### config.mk
export PLATFORM = sky130hd
export DESIGN_NAME = polygon_convexity_check
export DESIGN_NICKNAME = d
export VERILOG_FILES = /design/src/rtl/pcc_pkg.sv /design/src/rtl/pcc_front.sv /design/src/rtl/pcc_queue.sv /design/src/rtl/pcc_back.sv /design/src/rtl/polygon_convexity_check.sv
export SDC_FILE = /design/constraint.sdc
export NUM_CORES = 2
export LEC_CHECK = 0
export ABC_AREA = 1
export BUFFER_PORTS_ARGS = -buffer_cell sky130_fd_sc_hd__buf_4
export CAP_MARGIN = 40
export CORE_MARGIN = 2
export CORE_UTILIZATION = 40
export DETAILED_ROUTE_END_ITERATION = 10
export MAX_ROUTING_LAYER = met4
export PLACE_DENSITY = 0.56
export SYNTH_ARGS = -nofsm -noshare
export SYNTH_HDL_FRONTEND = slang
export SYNTH_SLANG_ARGS = --single-unit
export TNS_END_PERCENT = 30
### constraint.sdc
create_clock -name clk -period 8.89 [get_ports clk]
set_input_delay 1.3335 -clock clk [delete_from_list [all_inputs] [get_ports clk]]
set_output_delay 1.3335 -clock clk [all_outputs]
set_load 0.02 [all_outputs]
### src/rtl/pcc_pkg.sv
`default_nettype none

package pcc_pkg;

  localparam int COORD_BITS_DEFAULT = 16;
  localparam int LIMIT_BITS         = 35;
  localparam int QUEUE_DEPTH        = 4;
  localparam int VERDICT_BITS       = 2;
  localparam int OUT_TDATA_BITS     = 8;

  typedef enum logic [VERDICT_BITS-1:0] {
    VERDICT_CONVEX    = 2'd0,
    VERDICT_OPPOSITE  = 2'd1,
    VERDICT_COLLINEAR = 2'd2,
    VERDICT_SHORT     = 2'd3
  } verdict_t;

  // flags carried with each queued job
  typedef struct packed {
    logic last;        // closing vertex: wrap-around turns follow
    logic short_poly;  // fewer than three vertices, nothing to judge
  } job_flags_t;

  localparam int FLAG_BITS = $bits(job_flags_t);

  // points held in one job: older, newer, current, first, second
  localparam int JOB_POINTS = 5;

endpackage

`default_nettype wire

### src/rtl/pcc_front.sv
`default_nettype none

module pcc_front #(
  parameter int COORD_BITS = pcc_pkg::COORD_BITS_DEFAULT,
  localparam int PW = 2 * COORD_BITS,
  localparam int JW = pcc_pkg::JOB_POINTS * PW + pcc_pkg::FLAG_BITS
) (
  input  wire logic                  clk,
  input  wire logic                  rst,
  input  wire logic                  accept,
  input  wire logic [COORD_BITS-1:0] x_coord,
  input  wire logic [COORD_BITS-1:0] y_coord,
  input  wire logic                  last_vertex,
  output logic                       push,
  output logic [JW-1:0]              job
);

  logic [1:0]    tally;
  logic [PW-1:0] first_pt;
  logic [PW-1:0] second_pt;
  logic [PW-1:0] older_pt;
  logic [PW-1:0] newer_pt;
  logic [PW-1:0] cur_pt;
  pcc_pkg::job_flags_t flags;

  assign cur_pt = {y_coord, x_coord};

  always_comb begin
    flags.last       = last_vertex;
    flags.short_poly = last_vertex && (tally < 2'd2);
  end

  // a vertex makes work for the back end once a turn can be formed, or when it closes
  assign push = accept && (last_vertex || tally >= 2'd2);
  assign job  = {flags, second_pt, first_pt, cur_pt, newer_pt, older_pt};

  always_ff @(posedge clk) begin
    if (rst) begin
      tally     <= '0;
      first_pt  <= '0;
      second_pt <= '0;
      older_pt  <= '0;
      newer_pt  <= '0;
    end else if (accept) begin
      if (last_vertex) begin
        tally     <= '0;
        first_pt  <= '0;
        second_pt <= '0;
        older_pt  <= '0;
        newer_pt  <= '0;
      end else begin
        if (tally == 2'd0) first_pt <= cur_pt;
        if (tally == 2'd1) second_pt <= cur_pt;
        older_pt <= newer_pt;
        newer_pt <= cur_pt;
        if (tally != 2'd3) tally <= tally + 2'd1;
      end
    end
  end

endmodule

`default_nettype wire

### src/rtl/pcc_queue.sv
`default_nettype none

module pcc_queue #(
  parameter int WIDTH = 8,
  parameter int DEPTH = pcc_pkg::QUEUE_DEPTH,
  localparam int AW = (DEPTH > 1) ? $clog2(DEPTH) : 1,
  localparam int CW = $clog2(DEPTH + 1)
) (
  input  wire logic             clk,
  input  wire logic             rst,
  input  wire logic             push,
  input  wire logic [WIDTH-1:0] push_data,
  output logic                  full,
  input  wire logic             pop,
  output logic                  head_valid,
  output logic [WIDTH-1:0]      head_data
);

  logic [WIDTH-1:0] store [DEPTH];
  logic [AW-1:0]    wr_ptr;
  logic [AW-1:0]    rd_ptr;
  logic [CW-1:0]    count;
  logic             do_push;
  logic             do_pop;

  assign full       = (count == CW'(DEPTH));
  assign head_valid = (count != '0);
  assign head_data  = store[rd_ptr];
  assign do_push    = push && !full;
  assign do_pop     = pop && head_valid;

  always_ff @(posedge clk) begin
    if (do_push) store[wr_ptr] <= push_data;
  end

  always_ff @(posedge clk) begin
    if (rst) begin
      wr_ptr <= '0;
      rd_ptr <= '0;
      count  <= '0;
    end else begin
      if (do_push) wr_ptr <= (wr_ptr == AW'(DEPTH - 1)) ? '0 : wr_ptr + 1'b1;
      if (do_pop)  rd_ptr <= (rd_ptr == AW'(DEPTH - 1)) ? '0 : rd_ptr + 1'b1;
      if (do_push && !do_pop)      count <= count + 1'b1;
      else if (do_pop && !do_push) count <= count - 1'b1;
    end
  end

endmodule

`default_nettype wire

### src/rtl/pcc_back.sv
`default_nettype none

module pcc_back #(
  parameter int COORD_BITS = pcc_pkg::COORD_BITS_DEFAULT,
  localparam int PW  = 2 * COORD_BITS,
  localparam int JW  = pcc_pkg::JOB_POINTS * PW + pcc_pkg::FLAG_BITS,
  localparam int LW  = pcc_pkg::LIMIT_BITS,
  localparam int DW  = COORD_BITS + 1,
  localparam int MW  = 2 * DW,
  localparam int XW  = MW + 1,
  localparam int CMW = (XW > LW) ? XW : LW
) (
  input  wire logic                               clk,
  input  wire logic                               rst,
  input  wire logic                               cfg_we,
  input  wire logic [LW-1:0]                      cfg_wdata,
  input  wire logic                               job_valid,
  input  wire logic [JW-1:0]                      job,
  output logic                                    job_pop,
  output logic                                    out_valid,
  output logic [pcc_pkg::VERDICT_BITS-1:0]        out_verdict,
  input  wire logic                               out_ready
);

  localparam logic [1:0] LAST_TRIPLE = 2'd2;

  logic [LW-1:0] limit;

  // sequencer over the turns of the job at the queue head
  logic [1:0]          triple;
  pcc_pkg::job_flags_t jflags;
  logic [PW-1:0]       pa, pb, pc;
  logic                issue;
  logic                job_done;
  logic                stall;

  // pipeline: differences, products, turn, then judge
  logic                 s1_valid, s1_final, s1_short;
  logic                 s2_valid, s2_final, s2_short;
  logic                 s3_valid, s3_final, s3_short;
  logic signed [DW-1:0] d1, d2, d3, d4;
  logic signed [DW-1:0] d1_next, d2_next, d3_next, d4_next;
  logic signed [MW-1:0] prod_p, prod_q;
  logic signed [XW-1:0] turn;

  logic          neg;
  logic [XW-1:0] mag;
  logic          significant;
  logic          retire;

  logic ref_seen, ref_neg, conflict;
  logic ref_seen_next, ref_neg_next, conflict_next;
  pcc_pkg::verdict_t verdict_next;

  assign jflags = pcc_pkg::job_flags_t'(job[pcc_pkg::JOB_POINTS*PW +: pcc_pkg::FLAG_BITS]);

  always_comb begin
    case (triple)
      2'd0: begin
        pa = job[0*PW +: PW];
        pb = job[1*PW +: PW];
        pc = job[2*PW +: PW];
      end
      2'd1: begin
        pa = job[1*PW +: PW];
        pb = job[2*PW +: PW];
        pc = job[3*PW +: PW];
      end
      default: begin
        pa = job[2*PW +: PW];
        pb = job[3*PW +: PW];
        pc = job[4*PW +: PW];
      end
    endcase
  end

  // only a closing job ahead of a busy output register holds the pipe
  assign stall    = s3_valid && s3_final && out_valid && !out_ready;
  assign issue    = job_valid && !stall;
  assign job_done = jflags.short_poly || !jflags.last || (triple == LAST_TRIPLE);
  assign job_pop  = issue && job_done;
  assign retire   = s3_valid && !stall;

  always_ff @(posedge clk) begin
    if (rst) begin
      triple <= '0;
    end else if (issue) begin
      triple <= job_done ? 2'd0 : triple + 2'd1;
    end
  end

  // point layout: x in the low half, y in the high half
  assign d1_next = {pb[COORD_BITS-1], pb[COORD_BITS-1:0]}
                 - {pa[COORD_BITS-1], pa[COORD_BITS-1:0]};
  assign d2_next = {pc[PW-1], pc[PW-1:COORD_BITS]}
                 - {pb[PW-1], pb[PW-1:COORD_BITS]};
  assign d3_next = {pb[PW-1], pb[PW-1:COORD_BITS]}
                 - {pa[PW-1], pa[PW-1:COORD_BITS]};
  assign d4_next = {pc[COORD_BITS-1], pc[COORD_BITS-1:0]}
                 - {pb[COORD_BITS-1], pb[COORD_BITS-1:0]};

  always_ff @(posedge clk) begin
    if (rst) begin
      s1_valid <= 1'b0;
      s2_valid <= 1'b0;
      s3_valid <= 1'b0;
    end else if (!stall) begin
      s1_valid <= issue;
      s2_valid <= s1_valid;
      s3_valid <= s2_valid;
    end
  end

  always_ff @(posedge clk) begin
    if (!stall) begin
      s1_final <= job_done && jflags.last;
      s1_short <= jflags.short_poly;
      d1       <= d1_next;
      d2       <= d2_next;
      d3       <= d3_next;
      d4       <= d4_next;
      s2_final <= s1_final;
      s2_short <= s1_short;
      prod_p   <= d1 * d2;
      prod_q   <= d3 * d4;
      s3_final <= s2_final;
      s3_short <= s2_short;
      turn     <= {prod_p[MW-1], prod_p} - {prod_q[MW-1], prod_q};
    end
  end

  assign neg         = turn[XW-1];
  assign mag         = neg ? (~turn + 1'b1) : turn;
  assign significant = (CMW'(mag) > CMW'(limit)) && !s3_short;

  always_comb begin
    ref_seen_next = ref_seen;
    ref_neg_next  = ref_neg;
    conflict_next = conflict;
    if (significant) begin
      if (!ref_seen) begin
        ref_seen_next = 1'b1;
        ref_neg_next  = neg;
      end else if (ref_neg != neg) begin
        conflict_next = 1'b1;
      end
    end
  end

  always_comb begin
    if (s3_short)           verdict_next = pcc_pkg::VERDICT_SHORT;
    else if (conflict_next) verdict_next = pcc_pkg::VERDICT_OPPOSITE;
    else if (!ref_seen_next) verdict_next = pcc_pkg::VERDICT_COLLINEAR;
    else                    verdict_next = pcc_pkg::VERDICT_CONVEX;
  end

  always_ff @(posedge clk) begin
    if (rst) begin
      ref_seen  <= 1'b0;
      ref_neg   <= 1'b0;
      conflict  <= 1'b0;
      out_valid <= 1'b0;
      limit     <= '0;
    end else begin
      if (cfg_we) limit <= cfg_wdata;
      if (retire) begin
        if (s3_final) begin
          ref_seen <= 1'b0;
          ref_neg  <= 1'b0;
          conflict <= 1'b0;
        end else begin
          ref_seen <= ref_seen_next;
          ref_neg  <= ref_neg_next;
          conflict <= conflict_next;
        end
      end
      if (retire && s3_final) out_valid <= 1'b1;
      else if (out_ready)     out_valid <= 1'b0;
    end
  end

  always_ff @(posedge clk) begin
    if (retire && s3_final) out_verdict <= verdict_next;
  end

endmodule

`default_nettype wire

### src/rtl/polygon_convexity_check.sv
`default_nettype none

// Polygon convexity check. Vertices stream in one per transaction (x in the low
// half of s_tdata, y above, s_tlast on the closing vertex); each closing vertex
// yields one verdict transaction: 0 convex, 1 turns of opposite sign, 2 all
// collinear, 3 fewer than three vertices. Turns whose magnitude (Q.8) is at or
// below the limit written through cfg_we/cfg_wdata count as straight. A vertex
// is taken every cycle while the job queue is not full; the closing vertex of a
// polygon with three or more vertices costs the turn unit its own turn plus the
// two wrap-around turns, absorbed by a four-entry job queue in front of it. With
// the queue empty and the output free, the two wrap-around turns issue behind
// the closing vertex (none for a polygon of fewer than three vertices), then
// the difference, multiply, subtract and judge stages of the turn pipeline
// register the verdict and raise m_tvalid.

module polygon_convexity_check #(
  parameter int COORD_BITS = pcc_pkg::COORD_BITS_DEFAULT,
  localparam int IN_TW = ((2 * COORD_BITS + 7) / 8) * 8,
  localparam int JW    = pcc_pkg::JOB_POINTS * 2 * COORD_BITS + pcc_pkg::FLAG_BITS
) (
  input  wire logic                                clk,
  input  wire logic                                rst,
  input  wire logic                                cfg_we,
  input  wire logic [pcc_pkg::LIMIT_BITS-1:0]      cfg_wdata,
  input  wire logic                                s_tvalid,
  output logic                                     s_tready,
  input  wire logic [IN_TW-1:0]                    s_tdata,   // x_coord, y_coord
  input  wire logic                                s_tlast,   // last_vertex
  output logic                                     m_tvalid,
  input  wire logic                                m_tready,
  output logic [pcc_pkg::OUT_TDATA_BITS-1:0]       m_tdata    // verdict
);

  logic          accept;
  logic          push;
  logic [JW-1:0] push_job;
  logic          q_full;
  logic          pop;
  logic          head_valid;
  logic [JW-1:0] head_job;
  logic [pcc_pkg::VERDICT_BITS-1:0] verdict;

  assign s_tready = !q_full;
  assign accept   = s_tvalid && s_tready;
  assign m_tdata  = {{(pcc_pkg::OUT_TDATA_BITS - pcc_pkg::VERDICT_BITS){1'b0}}, verdict};

  pcc_front #(.COORD_BITS(COORD_BITS)) u_front (
    .clk         (clk),
    .rst         (rst),
    .accept      (accept),
    .x_coord     (s_tdata[COORD_BITS-1:0]),
    .y_coord     (s_tdata[2*COORD_BITS-1:COORD_BITS]),
    .last_vertex (s_tlast),
    .push        (push),
    .job         (push_job)
  );

  pcc_queue #(.WIDTH(JW), .DEPTH(pcc_pkg::QUEUE_DEPTH)) u_queue (
    .clk        (clk),
    .rst        (rst),
    .push       (push),
    .push_data  (push_job),
    .full       (q_full),
    .pop        (pop),
    .head_valid (head_valid),
    .head_data  (head_job)
  );

  pcc_back #(.COORD_BITS(COORD_BITS)) u_back (
    .clk         (clk),
    .rst         (rst),
    .cfg_we      (cfg_we),
    .cfg_wdata   (cfg_wdata),
    .job_valid   (head_valid),
    .job         (head_job),
    .job_pop     (pop),
    .out_valid   (m_tvalid),
    .out_verdict (verdict),
    .out_ready   (m_tready)
  );

endmodule

`default_nettype wire
==> metrics list <==
* Critical hold path startpoint: u_back.s1_final$_DFFE_PN_
* Setup repair after global routing missed its margin: no
* Relative slew slack: 28.9%
* Clock tree from TritonCTS: yes
* Pre-CTS setup slack: about 2.6 ns
- Synthesized instance count: between 6,000 and 7,000
* Worst min-delay path class: reg2reg
- The worst register-to-register path ends at u_back.prod_q[29]$_DFFE_PN_.
- The first global-routing pass estimated between 200,000 and 300,000 um of wire.
- Final net count: between 7,000 and 8,000
- For this run, design rule violations remaining after detail routing come to 0.
* Worst Setup Path Type: reg2reg
* Latest clock arrival within the worst-skew pair: just under 0.8 ns
* Met1 global-route usage: 28.3%
- Largest fanout on the critical path: 17
* Port Buffer Count: 76
- At the end of the flow the core is filled with cells to 44.0%.
- Seq/Total Area, Yosys: 42.6%
- After detailed routing, the number of vias per cell comes to 5.10.
- The root buffer cell chosen for the clock tree is sky130_fd_sc_hd__clkbuf_16.
* Met2 usage: 35.4%
- Pin count of the biggest net entering global routing: 157
* Total grt overflow: 0
* Launch instance of the worst register-to-register path: u_back.d3[16]$_DFFE_PN_
- Crit start category: register
- Counting flops with a built-in enable in the synthesized netlist gives 827.
* Cell Rows: 150
- The first TritonRoute pass finished after 5 iterations.
- Dividing the synthesized area by the synthesized cell count gives around 10 um2.
- Total track usage: a little over a fifth
- Relative to the synthesized area, the layout overhead comes to 9.63%.
- In the global route stage, met3 resource usage came out at 2.51%.
* Post-DP HPWL: 123,000 um
- Die area: 171,000 um2
- Counting flops with an async set or reset pin after synthesis yields a share of 0%.
* Flop2flop setup slack: 2.44 ns
* Clock-pin slew on the worst setup and hold paths: 0.07 ns
* Critical path capture point type: register
- For this block, the initial DRC count from the detailed router was around 3,500.
* Final antenna-violating net count: 0
- The most critical setup path has its startpoint at u_back.d3[16]$_DFFE_PN_.
* Result of the run: completed
- TritonCTS created 108 clock buffers.
* Worst hold path endpoint: u_back.s2_final$_DFFE_PN_
- CP arrival: a little under 7 ns
- Ys flop type: sky130_fd_sc_hd__edfxtp_1
* Syn. warnings: 0
* Peak Freq: 155 MHz
- Routability Congestion: between 0.9 and 1
* Combined area of all synthesized cells: 66,900 um2
* Flip-flop and latch count after synthesis: approximately 1,000
- The smallest clock period supported by the final layout is computed as 6.45 ns.
- In this run the count of I/O pins placed on the die edge is 83.
* Ratio of cells with drive above 1 in the final layout: 5.49%
- Including well taps, the total number of placed cells is roughly 8,900.
* Endpoints failing hold: 0
- The final route contains around 46,000 vias.
- Bufs on Longest Clock Path: 3
* Non-filler cells, final: 9,096
- Postcts setup bufs: 0
* Final worst path period share: 72.6%
- Hold-critical path depth: 0
- In the post-route analysis, the smallest setup slack over all paths is between 2 and 2.5 ns.
- The initial antenna violation count is 7.
- Measured slew at the worst slew-check pin: between 1 and 1.5 ns
- The H-tree was split into 3 levels.
- Clock skew after layout: about 0.081 ns
* Number of pins exceeding their max-slew limit in the final report: 0
- For this block, the routed nets add up to about 180,000 um of wire.
- STA puts the critical path data required time at 9.33 ns.
- Clock Sink Count: 1,010
- The via count of the first global-routing pass came to 46,841.
* Max-cap violation count: 0
- Starting Density: around 40%
- Most congested layer reported by global routing: met2
- Summed over all failing endpoints, the final setup total negative slack is 0 ns.
- In this run the horizontal extent of the chip is ~410 um.
- Number of gates resized after CTS: 0
- Die Height: 413 um
- Core Box Area: approximately 170,000 um2
- Setup violations remaining at the end of the flow were counted as 0.
- Number of different library cells in the post-synthesis netlist: 63
* Routed wire length per instance: 19.4 um
* Number of cell instances on the worst register-to-register path: 19
- Hold repair after CTS inserted 0 buffers.
[cells in the mapped netlist, types with 120 or more instances]
cell type	number	area, um2
sky130_fd_sc_hd__a21oi_1	389	1950
sky130_fd_sc_hd__clkbuf_1	243	912
sky130_fd_sc_hd__dfxtp_1	183	3660
sky130_fd_sc_hd__edfxtp_1	827	24800
sky130_fd_sc_hd__fa_1	598	12000
sky130_fd_sc_hd__ha_1	317	3970
sky130_fd_sc_hd__inv_1	1238	4650
sky130_fd_sc_hd__nand2_1	1347	5060
sky130_fd_sc_hd__nand3_1	191	956
sky130_fd_sc_hd__nor2_1	461	1730
sky130_fd_sc_hd__o21ai_0	361	1810
sky130_fd_sc_hd__xor2_1	120	1050
[state kept, by name, indices dropped and copies added, names as in the netlist, 3 cells and up, named ones only]
register	count
u_back.d2	17
u_back.limit	35
u_front.first_pt	32
u_back.turn	35
u_back.d4	17
u_back.d1	17
u_front.newer_pt	32
u_back.prod_q	34
u_queue.store	648
u_front.second_pt	32
u_back.d3	17
u_queue.count	3
u_back.prod_p	34
u_front.older_pt	32
[layout by cell type (no fill, tap or decap), types with 69 or more instances in the layout]
cell type | synthesis | final
sky130_fd_sc_hd__nand2_1 | 1347 | 1346
sky130_fd_sc_hd__inv_1 | 1238 | 1233
sky130_fd_sc_hd__edfxtp_1 | 827 | 827
sky130_fd_sc_hd__fa_1 | 598 | 598
sky130_fd_sc_hd__nor2_1 | 461 | 457
sky130_fd_sc_hd__a21oi_1 | 389 | 388
sky130_fd_sc_hd__o21ai_0 | 361 | 361
sky130_fd_sc_hd__ha_1 | 317 | 315
sky130_fd_sc_hd__nand3_1 | 191 | 191
sky130_fd_sc_hd__dfxtp_1 | 183 | 181
sky130_fd_sc_hd__buf_4 | 9 | 126
sky130_fd_sc_hd__xor2_1 | 120 | 120
sky130_fd_sc_hd__clkbuf_16 | 0 | 109
sky130_fd_sc_hd__o22ai_1 | 85 | 85
sky130_fd_sc_hd__xnor2_1 | 69 | 69
[stage by stage]
stage | instance area, um2 | hold WS (ns)
3_5_place_dp | 69700 | 0.406
4_1_cts | 73400 | 0.409
5_1_grt | 73400 | 0.433
6_report | 73400 | 0.416
2_1_floorplan | 66900 | 0.400
3_3_place_gp | 69400 | 0.404
[worst max path at each step]
stage,to,depth (start not counted),slack [ns]
floorplan,u_queue.store[0][0]$_DFFE_PP_,5,-0.35
global placement,u_back.prod_p[24]$_DFFE_PN_,20,2.65
detailed placement,u_back.prod_q[29]$_DFFE_PN_,19,2.55
CTS,u_back.prod_q[29]$_DFFE_PN_,19,2.44
global route,u_back.prod_q[29]$_DFFE_PN_,19,1.99
finish,u_back.prod_q[29]$_DFFE_PN_,19,2.44
[critical path, cell delays in order, from the launching register on]
cell and delay [ns]:
sky130_fd_sc_hd__edfxtp_1 0.78, sky130_fd_sc_hd__nand2_1 0.20, sky130_fd_sc_hd__inv_1 0.16, sky130_fd_sc_hd__fa_1 0.55
sky130_fd_sc_hd__fa_1 0.92, sky130_fd_sc_hd__fa_1 0.53, sky130_fd_sc_hd__fa_1 0.51, sky130_fd_sc_hd__fa_1 0.50
sky130_fd_sc_hd__inv_1 0.05, sky130_fd_sc_hd__fa_1 0.47, sky130_fd_sc_hd__inv_1 0.04, sky130_fd_sc_hd__ha_1 0.34
sky130_fd_sc_hd__nand2_1 0.11, sky130_fd_sc_hd__nor2_1 0.15, sky130_fd_sc_hd__inv_1 0.05, sky130_fd_sc_hd__nor3_1 0.24
sky130_fd_sc_hd__o21ai_0 0.14, sky130_fd_sc_hd__nand3_1 0.14, sky130_fd_sc_hd__a21oi_1 0.09, sky130_fd_sc_hd__xnor2_1 0.13
[per-layer routing]
| metal | share of wire [%] | wire [um] |
|---|---|---|
| met5 | 0 | 0 |
| met2 | 48 | 83900 |
| met3 | 5.1 | 9010 |
| met1 | 44 | 78200 |
| met4 | 2.8 | 4850 |
[final cells by class]
cell class / count / area, um2
Tap cell: 2204 / 2760
Inverter: 1246 / 4700
Fill cell: 15989 / 93300
Antenna cell: 3 / 7.51
Clock inverter: 76 / 842
Timing Repair Buffer: 140 / 1250
Multi-Input combinational cell: 4289 / 32400
Sequential cell: 1010 / 28500
Clock buffer: 128 / 2870
[cell families after synthesis]
family                   count (synthesis)  share of synthesized area (%)
adder cells (fa/ha/maj)                915                           23.8
AO/OA/AOI/OAI                         1103                           9.72
AND/OR/NAND/NOR                       2076                           12.4
other                                    1                        0.00560
XOR/XNOR                               189                           2.47
flip-flops                            1010                           42.6
buffers and inverters                 1583                           9.06
Power is left out: the tool's default activity adds up to more than one toggle a clock period on the data nets, which glitch-free logic cannot reach.
